[config.mk]
export PLATFORM = sky130hd
export DESIGN_NAME = ardo_queue
export DESIGN_NICKNAME = d
export VERILOG_FILES = /design/src/rtl/ardo_pkg.sv /design/src/rtl/ardo_queue.sv
export VERILOG_INCLUDE_DIRS = /design/src /design/src/rtl
export SDC_FILE = /design/constraint.sdc
export NUM_CORES = 1
export LEC_CHECK = 0
export BUFFER_PORTS_ARGS = -buffer_cell sky130_fd_sc_hd__buf_2
export CAP_MARGIN = 20
export CORE_MARGIN = 1.5
export CORE_UTILIZATION = 55
export DETAILED_ROUTE_END_ITERATION = 6
export PLACE_DENSITY = 0.91
export SLEW_MARGIN = 20
export SYNTH_ARGS = -nofsm -noshare
export SYNTH_HDL_FRONTEND = slang
export SYNTH_SLANG_ARGS = --single-unit
[constraint.sdc]
create_clock -name clk_i -period 6.09 [get_ports clk_i]
set_input_delay 0.3045 -clock clk_i [delete_from_list [all_inputs] [get_ports clk_i]]
set_output_delay 0.3045 -clock clk_i [all_outputs]
set_load 0.01 [all_outputs]
[src/rtl/aux_rom_decrypt_overlay_assert.svh]
// ----------------------------------------------------------------------------
// Assertion macros for the aux ROM decrypt overlay
// Concurrent checks sampled on the rising clock, muted while reset is low.
// ----------------------------------------------------------------------------
`ifndef AUX_ROM_DECRYPT_OVERLAY_ASSERT_SVH
`define AUX_ROM_DECRYPT_OVERLAY_ASSERT_SVH
`ifndef SYNTH
// property must hold at every edge out of reset
`define ARDO_ASSERT(lbl, clk, rstn, prop, msg) \
  lbl: assert property (@(posedge clk) disable iff (!rstn) (prop)) else $error(msg);
// condition must never be true out of reset
`define ARDO_ASSERT_NEVER(lbl, clk, rstn, cond, msg) \
  lbl: assert property (@(posedge clk) disable iff (!rstn) !(cond)) else $error(msg);
`else
`define ARDO_ASSERT(lbl, clk, rstn, prop, msg)
`define ARDO_ASSERT_NEVER(lbl, clk, rstn, cond, msg)
`endif
`endif

[src/rtl/ardo_pkg.sv]
// ----------------------------------------------------------------------------
// ardo_pkg
// Shared types, address map codes, bit permutations and patch window table.
// ----------------------------------------------------------------------------
package ardo_pkg;

  localparam int unsigned RawDepthDef = 32768;
  localparam int unsigned IdxW        = 15;
  localparam int unsigned QueueDepth  = 2;
  localparam int unsigned QPtrW       = 1;
  localparam int unsigned QCntW       = 2;
  localparam int unsigned NumPatch    = 40;

  localparam logic CmdLoad     = 1'b0;
  localparam logic CmdRead     = 1'b1;
  localparam logic BankPlain   = 1'b0;
  localparam logic BankDecrypt = 1'b1;

  // one operation handed from the front to the back
  typedef struct packed {
    logic            is_load;
    logic            decrypt;
    logic            mapped;
    logic [IdxW-1:0] idx;
    logic [7:0]      wdata;
  } op_t;

  localparam int unsigned DataSel[8]  = '{0, 4, 5, 7, 6, 3, 2, 1};
  localparam int unsigned U7Sel[12]   = '{11, 3, 7, 9, 10, 8, 6, 5, 4, 2, 1, 0};
  localparam int unsigned U5Sel[11]   = '{8, 7, 5, 9, 10, 6, 3, 4, 2, 1, 0};
  localparam int unsigned U6Sel[11]   = '{3, 7, 9, 10, 8, 6, 5, 4, 2, 1, 0};

  localparam logic [15:0] PatchDst[NumPatch] = '{
    16'h0410, 16'h08e0, 16'h0a30, 16'h0bd0, 16'h0c20, 16'h0e58, 16'h0ea8, 16'h1000,
    16'h1008, 16'h1288, 16'h1348, 16'h1688, 16'h16b0, 16'h16d8, 16'h16f8, 16'h19a8,
    16'h19b8, 16'h2060, 16'h2108, 16'h21a0, 16'h2298, 16'h23e0, 16'h2418, 16'h2448,
    16'h2470, 16'h2488, 16'h24b0, 16'h24d8, 16'h24f8, 16'h2748, 16'h2780, 16'h27b8,
    16'h2800, 16'h2b20, 16'h2b30, 16'h2bf0, 16'h2cc0, 16'h2cd8, 16'h2cf0, 16'h2d60};

  localparam logic [15:0] PatchSrc[NumPatch] = '{
    16'h8008, 16'h81d8, 16'h8118, 16'h80d8, 16'h8120, 16'h8168, 16'h8198, 16'h8020,
    16'h8010, 16'h8098, 16'h8048, 16'h8088, 16'h8188, 16'h80c8, 16'h81c8, 16'h80a8,
    16'h81a8, 16'h8148, 16'h8018, 16'h81a0, 16'h80a0, 16'h80e8, 16'h8000, 16'h8058,
    16'h8140, 16'h8080, 16'h8180, 16'h80c0, 16'h81c0, 16'h8050, 16'h8090, 16'h8190,
    16'h8028, 16'h8100, 16'h8110, 16'h81d0, 16'h80d0, 16'h80e0, 16'h81e0, 16'h8160};

  // result bit (n-1-k) takes source bit sel[k]
  function automatic logic [7:0] perm_data(logic [7:0] v);
    logic [7:0] r;
    r = '0;
    for (int k = 0; k < 8; k++) r[7-k] = v[DataSel[k]];
    return r;
  endfunction

  function automatic logic [11:0] perm_u7(logic [11:0] v);
    logic [11:0] r;
    r = '0;
    for (int k = 0; k < 12; k++) r[11-k] = v[U7Sel[k]];
    return r;
  endfunction

  function automatic logic [10:0] perm_u5(logic [10:0] v);
    logic [10:0] r;
    r = '0;
    for (int k = 0; k < 11; k++) r[10-k] = v[U5Sel[k]];
    return r;
  endfunction

  function automatic logic [10:0] perm_u6(logic [10:0] v);
    logic [10:0] r;
    r = '0;
    for (int k = 0; k < 11; k++) r[10-k] = v[U6Sel[k]];
    return r;
  endfunction

endpackage

[src/rtl/ardo_queue.sv]
// ----------------------------------------------------------------------------
// ardo_queue
// Two-entry queue of decoded operations between front and back.
// ----------------------------------------------------------------------------
`include "aux_rom_decrypt_overlay_assert.svh"

module ardo_queue (
  input  logic          clk_i,
  input  logic          rst_ni,
  input  logic          push_i,
  input  ardo_pkg::op_t push_op_i,
  output logic          full_o,
  input  logic          pop_i,
  output logic          valid_o,
  output ardo_pkg::op_t pop_op_o
);
  import ardo_pkg::*;

  op_t              entry_q [QueueDepth];
  logic [QPtrW-1:0] wr_ptr_q, wr_ptr_d;
  logic [QPtrW-1:0] rd_ptr_q, rd_ptr_d;
  logic [QCntW-1:0] cnt_q, cnt_d;

  assign full_o   = (cnt_q == QCntW'(QueueDepth));
  assign valid_o  = (cnt_q != '0);
  assign pop_op_o = entry_q[rd_ptr_q];

  always_comb begin
    wr_ptr_d = push_i ? wr_ptr_q + 1'b1 : wr_ptr_q;
    rd_ptr_d = pop_i ? rd_ptr_q + 1'b1 : rd_ptr_q;
    cnt_d    = cnt_q + QCntW'(push_i) - QCntW'(pop_i);
  end

  always_ff @(posedge clk_i or negedge rst_ni) begin
    if (!rst_ni) begin
      wr_ptr_q <= '0;
      rd_ptr_q <= '0;
      cnt_q    <= '0;
    end else begin
      wr_ptr_q <= wr_ptr_d;
      rd_ptr_q <= rd_ptr_d;
      cnt_q    <= cnt_d;
    end
  end

  always_ff @(posedge clk_i) begin
    if (push_i) entry_q[wr_ptr_q] <= push_op_i;
  end

  `ARDO_ASSERT(a_cnt_bound, clk_i, rst_ni, cnt_q <= QCntW'(QueueDepth), "queue overfilled")
  `ARDO_ASSERT_NEVER(a_push_full, clk_i, rst_ni, push_i && full_o, "push into full queue")
  `ARDO_ASSERT_NEVER(a_pop_empty, clk_i, rst_ni, pop_i && !valid_o, "pop from empty queue")

endmodule

After elaboration in Yosys (flattened, before gate mapping)
Memory sizes are Yosys's and may differ from the RTL's.
Index checks and enable logic that the tools add are counted.
- logic and storage cells: 12
- bits of input ports: 30
- memories kept: 1
- register bits after elaboration: 4
- memory bits (writable): 52
- output and inout bits: 28
- memories (name ; depth ; width ; read ports ; clocked after Yosys merged registers in ; write ports ; line ; RTL):
    entry_q ; 2 ; 26 ; 1 ; 0 ; 1 ; ardo_queue.sv:19 ; op_t entry_q [QueueDepth];
- reductions and logical operators: 1
- add/sub/neg operators: 4
- multiplexer cells: 2
- equal/unequal tests: 1
- operator list (kind ; count):
    adder 1 bit, second input constant ; 2
    adder 2 x 1 -> 2 bit ; 1
    equality test 2 bit, second input constant ; 1
    2-to-1 mux 1 bit ; 2
    nonzero test 2 bit ; 1
    subtractor 2 x 1 -> 2 bit ; 1

Longest topological paths before layout
Gate-level depths: netlist of run 1.
- depth after elaboration: 2
- depth in mapped cells: 5

Worst setup path before layout of run 1
Ideal clock, no wire load.
- kind: register -> register
- start: register wr_ptr_q
- end: memory entry_q[0][0] (netlist bit) (enable)
- path buffers: 0
- data required time: 5.678 ns
- clock period less this slack: 1.990 ns
- slack: 4.100 ns
- stages on the path, launching flop included: 2
- arrival: 1.578 ns
- setup time: 0.412 ns
- cell sequence: dfrtp_1 > nor2b_1
- RTL lines (element ; line ; RTL):
    start, declared ; ardo_queue.sv:20 ; logic [QPtrW-1:0] wr_ptr_q, wr_ptr_d;
    start signal, assigned ; ardo_queue.sv:40 ; wr_ptr_q <= wr_ptr_d;
    end, declared ; ardo_queue.sv:19 ;
Straight into the memory's write port.

==> flow_metrics.tcl, run 1 <==
set metrics [dict create \
    run_status "completed" \
    reg2reg_setup_slack_ns 4.75 \
    crit_required_ns 5.79 \
    core_area_sq_um 3720 \
    crit-reg2reg-capture "entry_q[1][18]" \
    crit_type "reg -> out" \
    critPathLaunchType "register" \
    fin_total_pwr_w 0.00120 \
    worst_path_largest_cell_delay_ns 0.73 \
    launching_point_of_the_worst_reg2reg_path "wr_ptr_q" \
    worst_slew_pin_tran_ns 0.622 \
    gr_layer_usage_met2_pct 30.3 \
    clock_latency_late_sink_ns 0.30 \
    buffers_inserted_by_post_cts_timing_repair 0 \
    skew_ns 0.00490 \
    placementRows 22 \
    grt_overflow_total 0 \
    worst_hold_path.num_cells 1 \
    die_height_um 65.9 \
    drt-vias-per-instance 5.09 \
    worstRegToRegCells 1 \
    element_type_at_the_critical_path_end "output port" \
    synth.yosys.seq_area_share_pct 76.4 \
    min-delay-path-class "in -> reg" \
    worst-path-max-fanout 15 \
    cap_violations 0 \
    clockRootBuffer "sky130_fd_sc_hd__clkbuf_8" \
    synth_compound_area_share_pct 0 \
    antenna_violating_nets_post_route 0 \
    globalRouteTotalUtil_pct 16.8 \
    final.setup.tns_ns 0 \
    total_leakage_power_nw 1.08 \
    yosys.area_share.simple_pct 1.15 \
    irDropWorstVdd_v 0.000368 \
    clock_tree.buffer_depth 2 \
    antenna_cell_count 0 \
    num_io_pins 58 \
    layout.core_utilization_pct 70.7 \
    cts.hold.buffers_added 1 \
    overall_die_width_um 65.9 \
    cts-buffers-inserted 5 \
    drtIter0Drc 39 \
    unrepaired_setup_endpoints_after_global_routing "no" \
    slew_viol_final 0 \
    place_area_sq_um 2490 \
    share_of_final_layout_standard_cells_stronger_than_drive_strength_1_pct 59.4 \
    cts_resized 0 \
    dr.pass1.iters 4 \
    gpl.final_weighted_congestion 0.614 \
    post-route-min-period_ns 2.23 \
    floorplan.die_area_sq_um 4340 \
    grt_start_max_net_pins 27 \
    cts.sink_count 56 \
    area_growth_syn_to_layout_pct 20.8 \
    gr-max-usage-layer "met2" \
    post_synth_xor_area_fraction_pct 1.90 \
    floorplan.initialDensity_pct 58.6 \
    power_density_nw_per_um2 455 \
    slew-limit-headroom_pct 58.5 \
    synthDistinctLibCells 13 \
    p_int_w 0.000875 \
    synth_nets 128 \
    pwr-share-comb_pct 30.8 \
    post_synth.cell_area_avg_sq_um 22.7 \
    yosysWarningCount 0 \
    cts_tree "yes" \
    global_route.usage.met1_pct 18.9 \
    worst_path_max_delay_cell "sky130_fd_sc_hd__dfrtp_1" \
    switching_share_pct 26.8 \
    highest_count_cells_in_the_layout_ignoring_fill_and_taps "sky130_fd_sc_hd__buf_2, sky130_fd_sc_hd__edfxtp_1, sky130_fd_sc_hd__mux2_4, sky130_fd_sc_hd__mux2_2, sky130_fd_sc_hd__clkbuf_8" \
    htree_levels 2 \
    portBuffers 57 \
    fillers 240 \
    grt_first_pass_wirelength_um 5050 \
    grt_antenna_before_repair 0 \
    postRouteWirelength_um 3350 \
    num_vias 1059 \
    min_period_over_period_pct 36.6 \
    combinational_family_with_the_most_area_after_synthesis "multiplexers" \
    post_synth_mux_area_share_pct 16.7 \
    final_instance_area_sq_um 2630 \
    timing_hold_violations_final 0 \
    p_seq_share_pct 46.7 \
    detail_route.wl_per_cell_um 16.1 \
    timing.critical_path.cells "buf_4 -> mux2_4 -> buf_2" \
    final_common_cell "sky130_fd_sc_hd__buf_2" \
    setup-violations-final 0 \
    total_switching_power_w 0.000320 \
    nNetsFinal 192 \
    maxClockFrequency_mhz 449 \
    ys_seq_elements 56 \
    start_point_of_the_worst_min_delay_path "push_op_i[20]" \
    clk_pin_slew_ns 0.09 \
    detail_route.drc_violations 0 \
    clock_power_share_pct 22.5 \
    cp.arrival_ns 1.92 \
    post-dp-hpwl_um 2400 \
    holdPathEnd "entry_q[0][20]" \
    synthesized_instance_count 96 \
    globalRouteMet3Util_pct 5.11 \
    grt_pass1_vias 1072 \
    yosys.area_share.adder_pct 1.15 \
    post_synthesis_instance_area_sq_um 2180 \
]
## cell families after synthesis
logic type,count (synthesis)
multiplexers,26
XOR/XNOR,3
adder cells (fa/ha/maj),2
flip-flops,56
AND/OR/NAND/NOR,4
buffers and inverters,5
## worst max path at each step
stage	to	depth (start not counted)	startpoint
2_1_floorplan	entry_q[0][0]	1	wr_ptr_q
3_5_place_dp	pop_op_o[11]	3	rd_ptr_q
6_report	pop_op_o[11]	3	rd_ptr_q
3_3_place_gp	pop_op_o[19]	3	rd_ptr_q
5_1_grt	pop_op_o[14]	3	rd_ptr_q
4_1_cts	pop_op_o[11]	3	rd_ptr_q
## sequential cells by signal (all words and copies together) (netlist names)
name and cells:
rd_ptr_q 1, cnt_q 2, wr_ptr_q 1, entry_q 52
## power by group through the flow
stage	registers, W	clock network [W]	logic, W
2_1_floorplan	0.000541	0	0.000300
3_3_place_gp	0.000558	0	0.000358
3_5_place_dp	0.000569	0	0.000373
4_1_cts	0.000560	0.000272	0.000375
5_1_grt	0.000567	0.000290	0.000396
6_report	0.000558	0.000269	0.000369
## cell type report
cell class	instances	area (sq um)	share of cell area [%]
clock inverters	2	60.1	2.29
inverters	2	7.51	0.286
multi-input cells	35	459	17.5
clock buffers	5	68.8	2.62
flip-flops and latches	56	1660	63.2
well taps	48	60.1	2.29
repair buffers	60	310	11.8
## routing by layer
metal / up-vias / part of all wire, % / wire length, um
met5: - / 0 / 0
met4: 0 / 1.6 / 53
met3: 5 / 4.0 / 135
met2: 32 / 57 / 1900
met1: 531 / 38 / 1260
li1: 491 / - / -
## synth_stat cells
master | count | area, sq um
sky130_fd_sc_hd__or2_2 | 1 | 6.26
sky130_fd_sc_hd__mux2_4 | 19 | 285
sky130_fd_sc_hd__ha_1 | 2 | 25.0
sky130_fd_sc_hd__buf_12 | 2 | 40.0
sky130_fd_sc_hd__nor2b_1 | 2 | 12.5
sky130_fd_sc_hd__edfxtp_1 | 52 | 1560
sky130_fd_sc_hd__inv_1 | 2 | 7.51
sky130_fd_sc_hd__dfrtp_1 | 4 | 100
sky130_fd_sc_hd__mux2_2 | 7 | 78.8
sky130_fd_sc_hd__buf_6 | 1 | 11.3
sky130_fd_sc_hd__xor3_1 | 1 | 23.8
sky130_fd_sc_hd__xor2_1 | 2 | 17.5
sky130_fd_sc_hd__and2_1 | 1 | 6.26
## critical path: cells and delay by family, from the launching register on
kind	cells	cell delay, ns
DFF	1	0.73
muxes	1	0.33
buffers and inverters	2	0.55
## through the flow
step,std cells,hold WS [ns],worst slack [ns]
2_1_floorplan,96,0.00891,4.10
3_3_place_gp,200,0.115,4.28
3_5_place_dp,200,0.115,4.17
4_1_cts,208,0.180,3.84
5_1_grt,208,0.166,3.76
6_report,208,0.183,3.86
Power figures use the tool's default switching activity.
==> run 2: changes to the inputs <==
- CORE_UTILIZATION: 55 -> 46
- PLACE_DENSITY: 0.91 -> 0.82
- clock period: 6.09 -> 1.9 ns (I/O delays scaled with it)
==> flow_metrics.tcl, run 2 (synthesis gave the netlist of run 1 again) <==
set metrics [dict create \
    globalRouteMet3Util_pct 4.78 \
    share_of_final_layout_standard_cells_stronger_than_drive_strength_1_pct 49.7 \
    core_area_sq_um 4440 \
    overall_die_width_um 71.8 \
    slew_viol_final 0 \
    grt_pass1_vias 1264 \
    total_leakage_power_nw 1.19 \
    final_common_cell "sky130_fd_sc_hd__buf_2" \
    slew-limit-headroom_pct 84.5 \
    largest_register_ff_count 52 \
    clock_tree.buffer_depth 2 \
    global_route.usage.met1_pct 18.7 \
    area_growth_syn_to_layout_pct 32.7 \
    final_instance_area_sq_um 2890 \
    crit_required_ns 1.80 \
    post-route-min-period_ns 1.51 \
    portBuffers 57 \
    unrepaired_setup_endpoints_after_global_routing "no" \
    skew_ns 0.00196 \
    critPathLaunchType "register" \
    drtIter0Drc 84 \
    nNetsFinal 222 \
    setup-violations-final 0 \
    detail_route.wl_per_cell_um 15.2 \
    grt_start_max_net_pins 28 \
    clockRootBuffer "sky130_fd_sc_hd__clkbuf_8" \
    power_density_nw_per_um2 1270 \
    cap_violations 0 \
    cp.buffers_inverters 2 \
    seqCellArea_sq_um 1660 \
    final.setup.tns_ns 0 \
    min_period_over_period_pct 79.3 \
    die_height_um 71.8 \
    grt_antenna_before_repair 0 \
    top_regs "entry_q (52), cnt_q (2)" \
    failed_checks "DRC" \
    multiInputGateArea_sq_um 458 \
    detail_route.drc_violations 6 \
    timing.critical_path.cells "buf_12 -> mux2_2 -> buf_2" \
    dr.pass1.iters 6 \
    gr_layer_usage_met2_pct 27.1 \
    drt-vias-per-instance 4.77 \
    clk_pin_slew_ns 0.08 \
    antenna_cell_count 0 \
    worst_path_largest_cell_delay_ns 0.38 \
    element_type_at_the_critical_path_end "output port" \
    grt_first_pass_wirelength_um 5860 \
    grt_overflow_total 0 \
    clock_latency_late_sink_ns 0.29 \
    setup_ws_post_layout_ns 0.393 \
    placementRows 24 \
    maxClockFrequency_mhz 664 \
    postRouteWirelength_um 3700 \
    path_delay_family "flip-flops" \
    layout.core_utilization_pct 65.0 \
    cts_tree "yes" \
    floorplan.die_area_sq_um 5150 \
    post-dp-hpwl_um 2420 \
    fillers 328 \
    irDropWorstVdd_v 0.000692 \
    max_flop_register "entry_q" \
    place_area_sq_um 2530 \
    cts-buffers-inserted 5 \
    worst_path_max_delay_cell "sky130_fd_sc_hd__dfrtp_1" \
    antenna_violating_nets_post_route 0 \
    buffers_inserted_by_post_cts_timing_repair 0 \
    gr-max-usage-layer "met2" \
    num_io_pins 58 \
    cp.arrival_ns 1.41 \
    gpl.final_weighted_congestion 0.675 \
    pre_cts_ws_ns 0.671 \
    timing_hold_violations_final 0 \
    min-delay-path-class "in -> reg" \
    crit_type "reg -> out" \
    run_status "finished, violations left" \
    globalRouteTotalUtil_pct 15.4 \
    floorplan.initialDensity_pct 49.0 \
    htree_levels 2 \
    worst-path-max-fanout 27 \
    num_vias 1158 \
    highest_count_cells_in_the_layout_ignoring_fill_and_taps "sky130_fd_sc_hd__buf_2, sky130_fd_sc_hd__edfxtp_1, sky130_fd_sc_hd__dlygate4sd3_1, sky130_fd_sc_hd__mux2_4, sky130_fd_sc_hd__mux2_2" \
    worst_slew_pin_tran_ns 0.232 \
    cts.sink_count 56 \
]
run 2: cell count changes in the layout (fill, tap and decap cells not counted), sizes merged:
cell,change
bufinv,-2
clkbuf,+3
dlygate4sd3,+27
buf,+3
run 2: metrics by stage:
step	cells	total power, W	hold slack, ns
global placement	207	0.00302	-0.0961
floorplan	96	0.00270	-0.201
finish	243	0.00367	0.0456
global route	243	0.00388	0.0314
CTS	243	0.00372	0.0264
detailed placement	207	0.00307	-0.0921
run 2: where the power goes:
group          switching, W  internal (W)  leakage, nW  total, W
sequential        0.0000858       0.00164        0.535   0.00173
combinational      0.000617      0.000727        0.615   0.00134
clock              0.000333      0.000263       0.0395  0.000596
run 2: path summary, 6_finish.rpt:
| check | from | to | slack [ns] | cells past startpoint |
|---|---|---|---|---|
| setup / recovery | rd_ptr_q | pop_op_o[22] | 0.39 | 3 |
| hold reg to reg | wr_ptr_q | wr_ptr_q | 0.52 | 1 |
| setup reg to reg | cnt_q[0] | cnt_q[1] | 0.64 | 5 |
| hold / removal | push_i | wr_ptr_q | 0.05 | 2 |
| max in group asynchronous | rst_ni | cnt_q[1] | 1.64 | 2 |
| min in group asynchronous | rst_ni | wr_ptr_q | 0.15 | 2 |
run 2: area by class of cell:
type / count / area share (%)
timing repair buffer: 90 / 21.3
sequential: 56 / 57.5
tap: 52 / 2.25
inverter: 2 / 0.260
clock buffer: 8 / 2.77
multi-input combinational: 35 / 15.9
run 2: per-layer routing:
metal,part of all wire (%),wire (um)
met1,43,1580
met2,50,1850
met3,6.2,228
met4,0.87,32
met5,0,0
run 2: timing repair:
action	in CTS	in global routing
hold buffers	28	0
resized for setup	0	0
hold endpoints to repair	57	0
