File: src/rtl/aux_rom_decrypt_overlay_assert.svh
// ----------------------------------------------------------------------------
// Assertion macros for the aux ROM decrypt overlay
// Concurrent checks sampled on the rising clock, muted while reset is low.
// ----------------------------------------------------------------------------
`ifndef AUX_ROM_DECRYPT_OVERLAY_ASSERT_SVH
`define AUX_ROM_DECRYPT_OVERLAY_ASSERT_SVH
`ifndef SYNTH
// property must hold at every edge out of reset
`define ARDO_ASSERT(lbl, clk, rstn, prop, msg) \
  lbl: assert property (@(posedge clk) disable iff (!rstn) (prop)) else $error(msg);
// condition must never be true out of reset
`define ARDO_ASSERT_NEVER(lbl, clk, rstn, cond, msg) \
  lbl: assert property (@(posedge clk) disable iff (!rstn) !(cond)) else $error(msg);
`else
`define ARDO_ASSERT(lbl, clk, rstn, prop, msg)
`define ARDO_ASSERT_NEVER(lbl, clk, rstn, cond, msg)
`endif
`endif

File: src/rtl/ardo_pkg.sv
// ----------------------------------------------------------------------------
// ardo_pkg
// Shared types, address map codes, bit permutations and patch window table.
// ----------------------------------------------------------------------------
package ardo_pkg;

  localparam int unsigned RawDepthDef = 32768;
  localparam int unsigned IdxW        = 15;
  localparam int unsigned QueueDepth  = 2;
  localparam int unsigned QPtrW       = 1;
  localparam int unsigned QCntW       = 2;
  localparam int unsigned NumPatch    = 40;

  localparam logic CmdLoad     = 1'b0;
  localparam logic CmdRead     = 1'b1;
  localparam logic BankPlain   = 1'b0;
  localparam logic BankDecrypt = 1'b1;

  // one operation handed from the front to the back
  typedef struct packed {
    logic            is_load;
    logic            decrypt;
    logic            mapped;
    logic [IdxW-1:0] idx;
    logic [7:0]      wdata;
  } op_t;

  localparam int unsigned DataSel[8]  = '{0, 4, 5, 7, 6, 3, 2, 1};
  localparam int unsigned U7Sel[12]   = '{11, 3, 7, 9, 10, 8, 6, 5, 4, 2, 1, 0};
  localparam int unsigned U5Sel[11]   = '{8, 7, 5, 9, 10, 6, 3, 4, 2, 1, 0};
  localparam int unsigned U6Sel[11]   = '{3, 7, 9, 10, 8, 6, 5, 4, 2, 1, 0};

  localparam logic [15:0] PatchDst[NumPatch] = '{
    16'h0410, 16'h08e0, 16'h0a30, 16'h0bd0, 16'h0c20, 16'h0e58, 16'h0ea8, 16'h1000,
    16'h1008, 16'h1288, 16'h1348, 16'h1688, 16'h16b0, 16'h16d8, 16'h16f8, 16'h19a8,
    16'h19b8, 16'h2060, 16'h2108, 16'h21a0, 16'h2298, 16'h23e0, 16'h2418, 16'h2448,
    16'h2470, 16'h2488, 16'h24b0, 16'h24d8, 16'h24f8, 16'h2748, 16'h2780, 16'h27b8,
    16'h2800, 16'h2b20, 16'h2b30, 16'h2bf0, 16'h2cc0, 16'h2cd8, 16'h2cf0, 16'h2d60};

  localparam logic [15:0] PatchSrc[NumPatch] = '{
    16'h8008, 16'h81d8, 16'h8118, 16'h80d8, 16'h8120, 16'h8168, 16'h8198, 16'h8020,
    16'h8010, 16'h8098, 16'h8048, 16'h8088, 16'h8188, 16'h80c8, 16'h81c8, 16'h80a8,
    16'h81a8, 16'h8148, 16'h8018, 16'h81a0, 16'h80a0, 16'h80e8, 16'h8000, 16'h8058,
    16'h8140, 16'h8080, 16'h8180, 16'h80c0, 16'h81c0, 16'h8050, 16'h8090, 16'h8190,
    16'h8028, 16'h8100, 16'h8110, 16'h81d0, 16'h80d0, 16'h80e0, 16'h81e0, 16'h8160};

  // result bit (n-1-k) takes source bit sel[k]
  function automatic logic [7:0] perm_data(logic [7:0] v);
    logic [7:0] r;
    r = '0;
    for (int k = 0; k < 8; k++) r[7-k] = v[DataSel[k]];
    return r;
  endfunction

  function automatic logic [11:0] perm_u7(logic [11:0] v);
    logic [11:0] r;
    r = '0;
    for (int k = 0; k < 12; k++) r[11-k] = v[U7Sel[k]];
    return r;
  endfunction

  function automatic logic [10:0] perm_u5(logic [10:0] v);
    logic [10:0] r;
    r = '0;
    for (int k = 0; k < 11; k++) r[10-k] = v[U5Sel[k]];
    return r;
  endfunction

  function automatic logic [10:0] perm_u6(logic [10:0] v);
    logic [10:0] r;
    r = '0;
    for (int k = 0; k < 11; k++) r[10-k] = v[U6Sel[k]];
    return r;
  endfunction

endpackage

File: src/rtl/ardo_in_if.sv
// ----------------------------------------------------------------------------
// ardo_in_if
// Request channel: loads and reads with valid/ready handshake.
// ----------------------------------------------------------------------------
interface ardo_in_if;
  logic        valid;
  logic        ready;
  logic        cmd;
  logic        bank;
  logic [15:0] address;
  logic [7:0]  load_byte;

  modport source (output valid, output cmd, output bank, output address,
                  output load_byte, input ready);
  modport sink   (input valid, input cmd, input bank, input address,
                  input load_byte, output ready);
endinterface

File: src/rtl/ardo_front.sv
// ----------------------------------------------------------------------------
// ardo_front
// Accepts items, decodes the bank map and patch windows into store indexes.
// ----------------------------------------------------------------------------
module ardo_front (
  ardo_in_if.sink         in_i,
  input  logic            q_full_i,
  output logic            q_push_o,
  output ardo_pkg::op_t   q_op_o
);
  import ardo_pkg::*;

  logic [15:0] addr;
  logic        keep;
  logic        patch_hit;
  logic [10:0] patch_off;
  op_t         op;

  assign addr = in_i.address;

  // later windows win, as in the table order
  always_comb begin
    patch_hit = 1'b0;
    patch_off = '0;
    for (int p = 0; p < NumPatch; p++) begin
      if (addr[15:3] == PatchDst[p][15:3]) begin
        patch_hit = 1'b1;
        patch_off = {PatchSrc[p][10:3], addr[2:0]};
      end
    end
  end

  always_comb begin
    op       = '0;
    keep     = 1'b0;
    op.wdata = in_i.load_byte;
    if (in_i.cmd == CmdLoad) begin
      op.is_load = 1'b1;
      // drop loads outside the two image ranges
      if (addr[15:14] == 2'b00) begin
        keep   = 1'b1;
        op.idx = {1'b0, addr[13:0]};
      end else if (addr[15:14] == 2'b10) begin
        keep   = 1'b1;
        op.idx = {1'b1, addr[13:0]};
      end
    end else if (in_i.bank == BankPlain) begin
      keep = 1'b1;
      if (addr[15:14] == 2'b00 || addr[15:14] == 2'b10) begin
        op.mapped = 1'b1;
        op.idx    = {1'b0, addr[13:0]};
      end
    end else begin
      keep = 1'b1;
      priority if (addr[15:14] == 2'b00 && addr[13:12] != 2'b11) begin
        op.mapped = 1'b1;
        if (patch_hit) begin
          op.decrypt = 1'b1;
          op.idx     = {4'b1000, perm_u5(patch_off)};
        end else begin
          op.idx = {1'b0, addr[13:0]};
        end
      end else if (addr[15:12] == 4'h3) begin
        op.mapped  = 1'b1;
        op.decrypt = 1'b1;
        op.idx     = {3'b111, perm_u7(addr[11:0])};
      end else if (addr[15:11] == 5'b10000) begin
        op.mapped  = 1'b1;
        op.decrypt = 1'b1;
        op.idx     = {4'b1000, perm_u5(addr[10:0])};
      end else if (addr[15:11] == 5'b10001) begin
        op.mapped  = 1'b1;
        op.decrypt = 1'b1;
        op.idx     = {4'b1011, perm_u6(addr[10:0])};
      end else if (addr[15:11] == 5'b10010) begin
        op.mapped  = 1'b1;
        op.decrypt = 1'b1;
        op.idx     = {4'b1010, perm_u6(addr[10:0])};
      end else if (addr[15:11] == 5'b10011 || addr[15:13] == 3'b101) begin
        // mirror of the base image
        op.mapped = 1'b1;
        op.idx    = {1'b0, addr[13:0]};
      end else begin
        op.mapped = 1'b0;
      end
    end
  end

  assign in_i.ready = !q_full_i;
  assign q_push_o   = in_i.valid && !q_full_i && keep;
  assign q_op_o     = op;

endmodule

File: src/flat_wrapper.sv
// flat-port wrapper written by rule: the top's interface ports become plain ports
module ardo_front_flat import ardo_pkg::*;
  (q_full_i, q_push_o, q_op_o, in_i_valid, in_i_cmd, in_i_bank, in_i_address, in_i_load_byte, in_i_ready);
  ardo_in_if in_i_i ();
  input  logic q_full_i;
  output logic q_push_o;
  output ardo_pkg::op_t q_op_o;
  input wire logic [$bits(in_i_i.valid)-1:0] in_i_valid;
  input wire logic [$bits(in_i_i.cmd)-1:0] in_i_cmd;
  input wire logic [$bits(in_i_i.bank)-1:0] in_i_bank;
  input wire logic [$bits(in_i_i.address)-1:0] in_i_address;
  input wire logic [$bits(in_i_i.load_byte)-1:0] in_i_load_byte;
  output wire logic [$bits(in_i_i.ready)-1:0] in_i_ready;
  assign in_i_i.valid = in_i_valid;
  assign in_i_i.cmd = in_i_cmd;
  assign in_i_i.bank = in_i_bank;
  assign in_i_i.address = in_i_address;
  assign in_i_i.load_byte = in_i_load_byte;
  assign in_i_ready = in_i_i.ready;
  ardo_front u_core (.in_i(in_i_i), .q_full_i(q_full_i), .q_push_o(q_push_o), .q_op_o(q_op_o));
endmodule
File: config.mk
export PLATFORM = sky130hd
export DESIGN_NAME = ardo_front_flat
export DESIGN_NICKNAME = d
export VERILOG_FILES = /design/src/rtl/aux_rom_decrypt_overlay_assert.svh /design/src/rtl/ardo_pkg.sv /design/src/rtl/ardo_in_if.sv /design/src/rtl/ardo_front.sv /design/src/flat_wrapper.sv
export SDC_FILE = /design/constraint.sdc
export NUM_CORES = 1
export LEC_CHECK = 0
export BUFFER_PORTS_ARGS = -buffer_cell sky130_fd_sc_hd__buf_4
export CAP_MARGIN = 20
export CORE_ASPECT_RATIO = 1.4
export CORE_MARGIN = 8
export CORE_UTILIZATION = 59
export DETAILED_ROUTE_END_ITERATION = 6
export PLACE_DENSITY = 0.95
export SYNTH_ARGS = -nofsm -noshare
export SYNTH_HDL_FRONTEND = slang
export SYNTH_SLANG_ARGS = --single-unit
File: constraint.sdc
create_clock -name vclk -period 5.5
set_input_delay 1.1 -clock vclk [all_inputs]
set_output_delay 1.1 -clock vclk [all_outputs]
set_load 0.02 [all_outputs]
After elaboration in Yosys (flattened, before gate mapping)
Cells that the tools add are included.
{"block": "word_totals", "out_inout_bits": 28, "reg_bits": 0}
{"block": "classes", "muxes": 101, "eq_ne": 48, "n_reduce_logical": 7}
{"op": "2-to-1 mux 9 bit", "count": 39}
{"op": "equality test 13 x 11 -> 1 bit (second input constant)", "count": 23}
{"op": "equality test 13 x 10 -> 1 bit (second input constant)", "count": 10}
{"op": "equality test 13 x 9 -> 1 bit (second input constant)", "count": 6}
{"op": "2-to-1 mux 17 bit", "count": 4}
{"op": "2-to-1 mux 15 bit", "count": 4}
{"op": "2-to-1 mux 1 bit", "count": 48}
{"op": "2-to-1 mux 16 bit", "count": 3}
{"op": "equality test 5 bit (second input constant)", "count": 4}
{"op": "2-to-1 mux 14 bit", "count": 1}
{"op": "equality test 13 x 8 -> 1 bit (second input constant)", "count": 1}
{"op": "equality test 4 x 2 -> 1 bit (second input constant)", "count": 1}
{"op": "2-to-1 mux 4 bit", "count": 1}
{"op": "equality test 3 bit (second input constant)", "count": 1}
{"op": "logical AND 1 bit", "count": 3}
{"op": "equality test 2 bit (second input constant)", "count": 1}
{"op": "zero test 2 bit", "count": 1}
{"op": "logical OR 1 bit", "count": 2}
{"op": "2-to-1 mux 2 bit", "count": 1}
{"op": "inequality test 2 bit (second input constant)", "count": 1}
{"op": "zero test 1 bit", "count": 1}

Logic depth before layout (Yosys ltp)
Gate-level depths: netlist of run 1.
{"block": "logic_depth", "depth_word": 45, "mapped_depth": 10}

Least setup slack after synthesis of run 1
Ideal clock, no wire load.
{"block": "synth_path", "path_kind": "input to output", "from": "in in_i_address[5]", "to": "out q_op_o[18] (netlist bit)", "setup_slack_ps": 1169, "stages": 8, "arrival_ps": 3231, "t_required_ps": 4400, "cell_sequence": "buf_4 > nor4bb_2 > and4b_1 > o21a_1 > or3b_4 > nor4_4 > a211oi_1 > o31ai_1"}
{"item": "start: declaration", "line_no": "flat_wrapper.sv:11", "rtl": "input wire logic [$bits(in_i_i.address)-1:0] in_i_address;"}
{"item": "end: declaration", "line_no": "flat_wrapper.sv:7", "rtl": "output ardo_pkg::op_t q_op_o;"}

==> results of run 1 <==
-- final timing paths --
check / depth (start not counted) / end / slack [ns]
worst min-delay path: 0 / q_op_o[0] / 2.20
worst max-delay path: 9 / q_op_o[20] / 0.86
-- power by group through the flow --
| stage | sequential (uW) | combinational, uW | clock, uW |
|---|---|---|---|
| after floorplan | 0 | 94.7 | 0 |
| after global placement | 0 | 122 | 0 |
| after detailed placement | 0 | 122 | 0 |
| after CTS | 0 | 123 | 0 |
| after global routing | 0 | 134 | 0 |
| final | 0 | 126 | 0 |
-- critical path, stage by stage --
cell	delay [ns]
buf_4	0.28
nor4bb_2	0.64
mux2i_1	0.15
o31ai_1	0.39
nor4_1	0.13
nand4_2	0.17
nor2b_1	0.09
o41a_1	0.41
buf_4	0.16
-- per-layer routing --
| metal | global-route usage, % | routed length, um | up-vias |
|---|---|---|---|
| met5 | 0 | 0 | - |
| met4 | 14.6 | 403 | 0 |
| met3 | 2.75 | 668 | 46 |
| met2 | 45.0 | 3190 | 194 |
| met1 | 27.7 | 2440 | 1038 |
| li1 | - | - | 1063 |
-- cells in the mapped netlist (4+ instances only) --
cell type | n | area, um2
nor3b_1 | 4 | 30.0
nor2b_1 | 12 | 75.1
or3_1 | 4 | 25.0
o21ai_0 | 9 | 45.0
nand2_1 | 20 | 75.1
o21a_1 | 4 | 30.0
nand2b_1 | 4 | 25.0
buf_4 | 14 | 105
nor4_1 | 5 | 31.3
and3_1 | 5 | 31.3
nor2_1 | 16 | 60.1
a21oi_1 | 13 | 65.1
inv_1 | 7 | 26.3
nor3_1 | 10 | 50.1
and2_1 | 4 | 25.0
o22ai_1 | 4 | 25.0
a211oi_1 | 4 | 30.0
nand4_1 | 16 | 100
nand3b_1 | 4 | 30.0
nor4bb_1 | 7 | 70.1
buf_2 | 8 | 40.0
nand4b_1 | 4 | 35.0
and4b_1 | 4 | 40.0
o2bb2ai_1 | 4 | 35.0
nand3_1 | 13 | 65.1
buf_6 | 4 | 45.0
clkbuf_1 | 8 | 30.0
-- cell families (layout without fill, tap and decap cells) --
kind of cell | count (synthesis) | count (layout) | synth area share (%)
xor+xnor | 2 | 2 | 0.974
compound gates | 69 | 69 | 28.0
mux | 2 | 2 | 1.18
simple gates | 151 | 151 | 55.5
buf+inv | 43 | 49 | 14.3
-- cell type report --
cell class / count / area, um2
multi-input combinational: 224 / 1540
fill: 283 / 948
timing repair buffer: 42 / 315
tap: 37 / 46.3
inverter: 7 / 26.3
-- cells in the final DEF (no fill, tap or decap), types with 4 or more instances in the layout --
cell type  count
buf_4         42
nand2_1       20
nor2_1        16
nand4_1       16
nand3_1       13
a21oi_1       13
nor2b_1       12
nor3_1        10
o21ai_0        9
inv_1          7
nor4bb_1       7
and3_1         5
nor4_1         5
nor3b_1        4
and4b_1        4
o21a_1         4
nand3b_1       4
nand2b_1       4
a211oi_1       4
nand4b_1       4
or3_1          4
o22ai_1        4
and2_1         4
o2bb2ai_1      4
-- metrics by stage --
| step | hold WS [ns] | power, uW | instance area [um2] | setup WS [ns] | util, % |
|---|---|---|---|---|---|
| after floorplan | 2.28 | 94.7 | 1800 | 1.17 | - |
| after global placement | 2.20 | 122 | 1930 | 0.876 | 67.0 |
| after detailed placement | 2.20 | 122 | 1930 | 0.940 | 67.0 |
| after CTS | 2.20 | 123 | 1930 | 0.938 | 67.0 |
| after global routing | 2.20 | 134 | 1930 | 0.712 | 67.0 |
| final | 2.20 | 126 | 1930 | 0.862 | 67.0 |
==> summary.md, run 1 <==
| Metric | Value |
|---|---|
| Proportion of power drawn by combinational gates | 100.0% |
| Run status | complete, no violations |
| Reported leakage power | 0.000720 uW |
| Flop pwr share | 0% |
| Overall via count from detail_route | between 2000 and 2500 |
| Placed Cells | 310 |
| Number of search-and-repair iterations in the first detailed-routing pass | 4 |
| DRC viols | 0 |
| Required time at the worst-slack endpoint | ~4.4 ns |
| Final critical-path share of the clock period | a little over four fifths |
| Final setup fails | 0 |
| Maximum number of pins on one net before global-route repair | 30 |
| Placement row count | 23 |
| Flip-flop and latch count | 0 |
| Port-buffer cells | 40 |
| Arrival time at the worst endpoint | ~3.5 ns |
| Remaining number of nets flagged by the antenna check after routing | 0 |
| Kind of start point of the critical path | primary input |
| Iteration-0 DRC Markers | 205 |
| Core Region | ~2900 um2 |
| Post-DP HPWL | 4.86 mm |
| Area occupied by registers | 0 um2 |
| Number of buffers added for setup after CTS | 0 |
| Total of max-cap violations | 0 |
| Max-slew violation count | 0 |
| Count of cell types in the netlist | just under 70 |
| Drt via density | approximately 7.6 |
| Resize count post-CTS | 0 |
| Switching power total | about 80 uW |
| Cts hold-fix bufs | 0 |
| Non-filler cells in the finished layout | just over 300 |
| Largest fanout on the critical path | 29 |
| Starting Density | a little over three fifths |
| First element of the critical path | in_i_address[6] |
| Synthesized area divided by synthesized cell count | just under 7 um2 |
| Maximum vdd drop | 0.0604 mV |
| Total wire length | 6.70 mm |
| Class of the tightest hold or removal check | in -> out |
| Final-stage net count | between 300 and 400 |
| Global route overflow | 0 |
| Overall track demand over capacity in global routing | roughly a quarter |
| RSZ-0062 raised after global routing | no |
| Critical Path End Type | output port |
| Final hold violation count | 0 |
| Worst relative slew slack | between 50% and 60% |
| Routed wire length per instance | 21.6 um |
| Switching part of the total power | between 60% and 70% |
| Worst Max-Slew Pin Slew | approximately 0.66 ns |
| Vertical die dimension | 81.3 um |
| Antenna fix cells | 0 |
| Fin crit period | 4.64 ns |
| Number of warnings printed during yosys synthesis | 0 |
| Mapped Nets | 295 |
| Area growth from synthesis to layout | 7.31% |
| Synth Cell Area | approximately 1800 um2 |
| Cell-internal power | around 47 uW |
| Share of power burned in the clock network | 0% |
| # clk buffers | 0 |
| Sequential-to-total area share from yosys stat | 0% |
| Number of cells produced by synthesis | ~270 |
| Share of final-layout standard cells stronger than drive strength 1 | between 20% and 30% |
| Achievable Freq | 216 MHz |
| Launch point of the worst hold path | in_i_load_byte[0] |
| Number of top-level pins | 56 |
| Die area | between 5000 and 6000 um2 |
| Number of global-route vias before repair | 2174 |
| Final-layout setup total negative slack | 0 ns |
| Width of the die | 62.7 um |
| Power per cell area | between 60 and 70 nW/um2 |
| Kind of critical path | in -> out |
| Wire length of the first global-routing pass | roughly 11 mm |
| Final RePlAce weighted congestion | about 1.1 |
| Initial antenna violation count | 0 |
Note: power is estimated with default switching activity, not from simulation.
==> run 2: changes to the inputs <==
--- a/config.mk
+++ b/config.mk
@@ -9,7 +9,7 @@
 export CAP_MARGIN = 20
 export CORE_ASPECT_RATIO = 1.4
 export CORE_MARGIN = 8
-export CORE_UTILIZATION = 59
+export CORE_UTILIZATION = 55
 export DETAILED_ROUTE_END_ITERATION = 6
 export PLACE_DENSITY = 0.95
 export SYNTH_ARGS = -nofsm -noshare
==> constraint.sdc (replaced) <==
create_clock -name vclk -period 4.5
set_input_delay 0.9 -clock vclk [all_inputs]
set_output_delay 0.9 -clock vclk [all_outputs]
set_load 0.02 [all_outputs]
==> summary.md, run 2 (synthesized netlist as in run 1, its figures left out) <==
| Metric | Value |
|---|---|
| Run status | complete, no violations |
| Total wire length | 7.02 mm (+4.7%) |
| Post-DP HPWL | 5.22 mm (+7.5%) |
| Class of the tightest hold or removal check | in -> out |
| Remaining number of nets flagged by the antenna check after routing | 0 (unchanged) |
| Final hold violation count | 0 (unchanged) |
| Number of global-route vias before repair | 2291 (+5.4%) |
| Placement row count | 24 (+4.3%) |
| Maximum number of pins on one net before global-route repair | 30 (unchanged) |
| Number of buffers added for setup after CTS | 0 (unchanged) |
| Achievable Freq | roughly 240 MHz |
| Overall via count from detail_route | 2344 (+0.13%) |
| Die area | 5380 um2 (+5.6%) |
| Share of final-layout standard cells stronger than drive strength 1 | 22.1% (+2.0 points) |
| Antenna fix cells | 0 (unchanged) |
| Cts hold-fix bufs | 0 (unchanged) |
| Cell-internal power | 60.3 uW (+27%) |
| Total of fill cells in the finished design | 309 (+9.2%) |
| Iteration-0 DRC Markers | 289 (+41%) |
| Final-layout setup total negative slack | 0 ns (unchanged) |
| Drt via density | 7.35 (-2.7%) |
| Worst hold slack | 1.80 ns (-0.400 ns) |
| Crit path capture | q_op_o[18] |
| Overall track demand over capacity in global routing | 24.6% (-0.25 points) |
| Power per cell area | 79.7 nW/um2 (+22%) |
| Number of top-level pins | 56 (unchanged) |
| First element of the critical path | in_i_address[10] |
| Max-slew violation count | 0 (unchanged) |
| Fin crit period | between 4 and 5 ns |
| Initial antenna violation count | 0 (unchanged) |
| Critical Path End Type | output port |
| Kind of critical path | in -> out |
| Kind of start point of the critical path | primary input |
| Width of the die | 64.3 um (+2.7%) |
| Top library cells by usage in the layout, fill and taps aside | buf_4, nand2_1, nor2_1, nand4_1 |
| Wire length of the first global-routing pass | 11.3 mm (+5.0%) |
| Dpl ws | 0.352 ns (-0.589 ns) |
| Number of search-and-repair iterations in the first detailed-routing pass | 6 (+2) |
| Total of max-cap violations | 0 (unchanged) |
| Arrival time at the worst endpoint | 3.28 ns (-0.26 ns) |
| Final setup fails | 0 (unchanged) |
| Final setup margin | 0.316 ns (-0.545 ns) |
| Global route overflow | 0 (unchanged) |
| Worst Max-Slew Pin Slew | 0.676 ns (+0.0186 ns) |
| Largest fanout on the critical path | 24 (-17%) |
| Final critical-path share of the clock period | 93.0% |
| Final-stage net count | 310 (+2.3%) |
| # clk buffers | 0 (unchanged) |
| Starting Density | 57.6% (-4.9 points) |
| Required time at the worst-slack endpoint | 3.60 ns (-0.80 ns) |
| Worst relative slew slack | 55.0% (-1.1 points) |
| Resize count post-CTS | 0 (unchanged) |
| Final RePlAce weighted congestion | 0.977 (-10%) |
| Switching part of the total power | 61.8% (-0.40 points) |
| Flop pwr share | 0% (unchanged) |
| Area growth from synthesis to layout | 10.4% |
| Port-buffer cells | 40 (unchanged) |
| Flip-flop and latch count | 0 (unchanged) |
| Switching power total | 97.8 uW (+25%) |
| Reported leakage power | 0.000757 uW (+5.2%) |
| Most common cell after layout, fill and taps aside | buf_4 |
| Vertical die dimension | 83.7 um (+2.9%) |
| DRC viols | 0 (unchanged) |
| Core Region | 3120 um2 (+8.5%) |
| Share of power burned in the clock network | 0% (unchanged) |
| Maximum vdd drop | 0.0843 mV (+40%) |
| Routed wire length per instance | 22.0 um (+1.7%) |
| Area occupied by registers | 0 um2 (unchanged) |
| RSZ-0062 raised after global routing | no |
| Proportion of power drawn by combinational gates | 100.0% (about the same) |
## run 2: changes by cell type in the layout (fill, tap and decap cells not counted), sizes merged
cell and change:
buf +7
## run 2: metal layers
metal  share of wire [%]  GRT usage [%]  wire (um)  up-vias
met5                   0              0          0        -
met4                 7.9           18.1        554        0
met3                 8.3           2.96        581       45
met2                  47           41.0       3300      171
met1                  37           27.3       2580     1061
li1                    -              -          -     1067
## run 2: final cells by class
| type | instances | area [um2] | area share [%] |
|---|---|---|---|
| inverter | 7 | 26.3 | 1.32 |
| multi-input combinational | 224 | 1540 | 77.7 |
| tap | 39 | 48.8 | 2.46 |
| timing repair buffer | 49 | 368 | 18.5 |
## run 2: worst min-delay path by stage
| stage | start | end | slack (ns) | cells past startpoint |
|---|---|---|---|---|
| after detailed placement | in_i_load_byte[2] | q_op_o[2] | 1.80 | 0 |
| final | in_i_load_byte[1] | q_op_o[1] | 1.80 | 0 |
| after CTS | in_i_load_byte[2] | q_op_o[2] | 1.80 | 0 |
| after global placement | in_i_load_byte[2] | q_op_o[2] | 1.80 | 0 |
| after floorplan | q_full_i | in_i_ready | 1.88 | 1 |
| after global routing | in_i_load_byte[1] | q_op_o[1] | 1.80 | 0 |
## run 2: worst max-delay path, stage by stage
cell and delay [ns]:
buf_4 0.24, and4b_1 0.26, and3_1 0.17, o21a_1 0.25
or3b_4 0.45, nor4_4 0.34, a211oi_1 0.13, o31ai_1 0.32
buf_4 0.20
## run 2: power groups by stage
stage	Combinational, uW	Sequential, uW	Clock (uW)
2_1_floorplan	116	0	0
3_3_place_gp	153	0	0
3_5_place_dp	154	0	0
4_1_cts	155	0	0
5_1_grt	168	0	0
6_report	158	0	0
## run 2: per-stage QoR
step / cell area (um2) / instances / util [%] / power, uW
4_1_cts: 1980 / 319 / 63.5 / 155
3_3_place_gp: 1980 / 319 / 63.5 / 153
2_1_floorplan: 1800 / 267 / - / 116
5_1_grt: 1980 / 319 / 63.5 / 168
6_report: 1980 / 319 / 63.5 / 158
3_5_place_dp: 1980 / 319 / 63.5 / 154
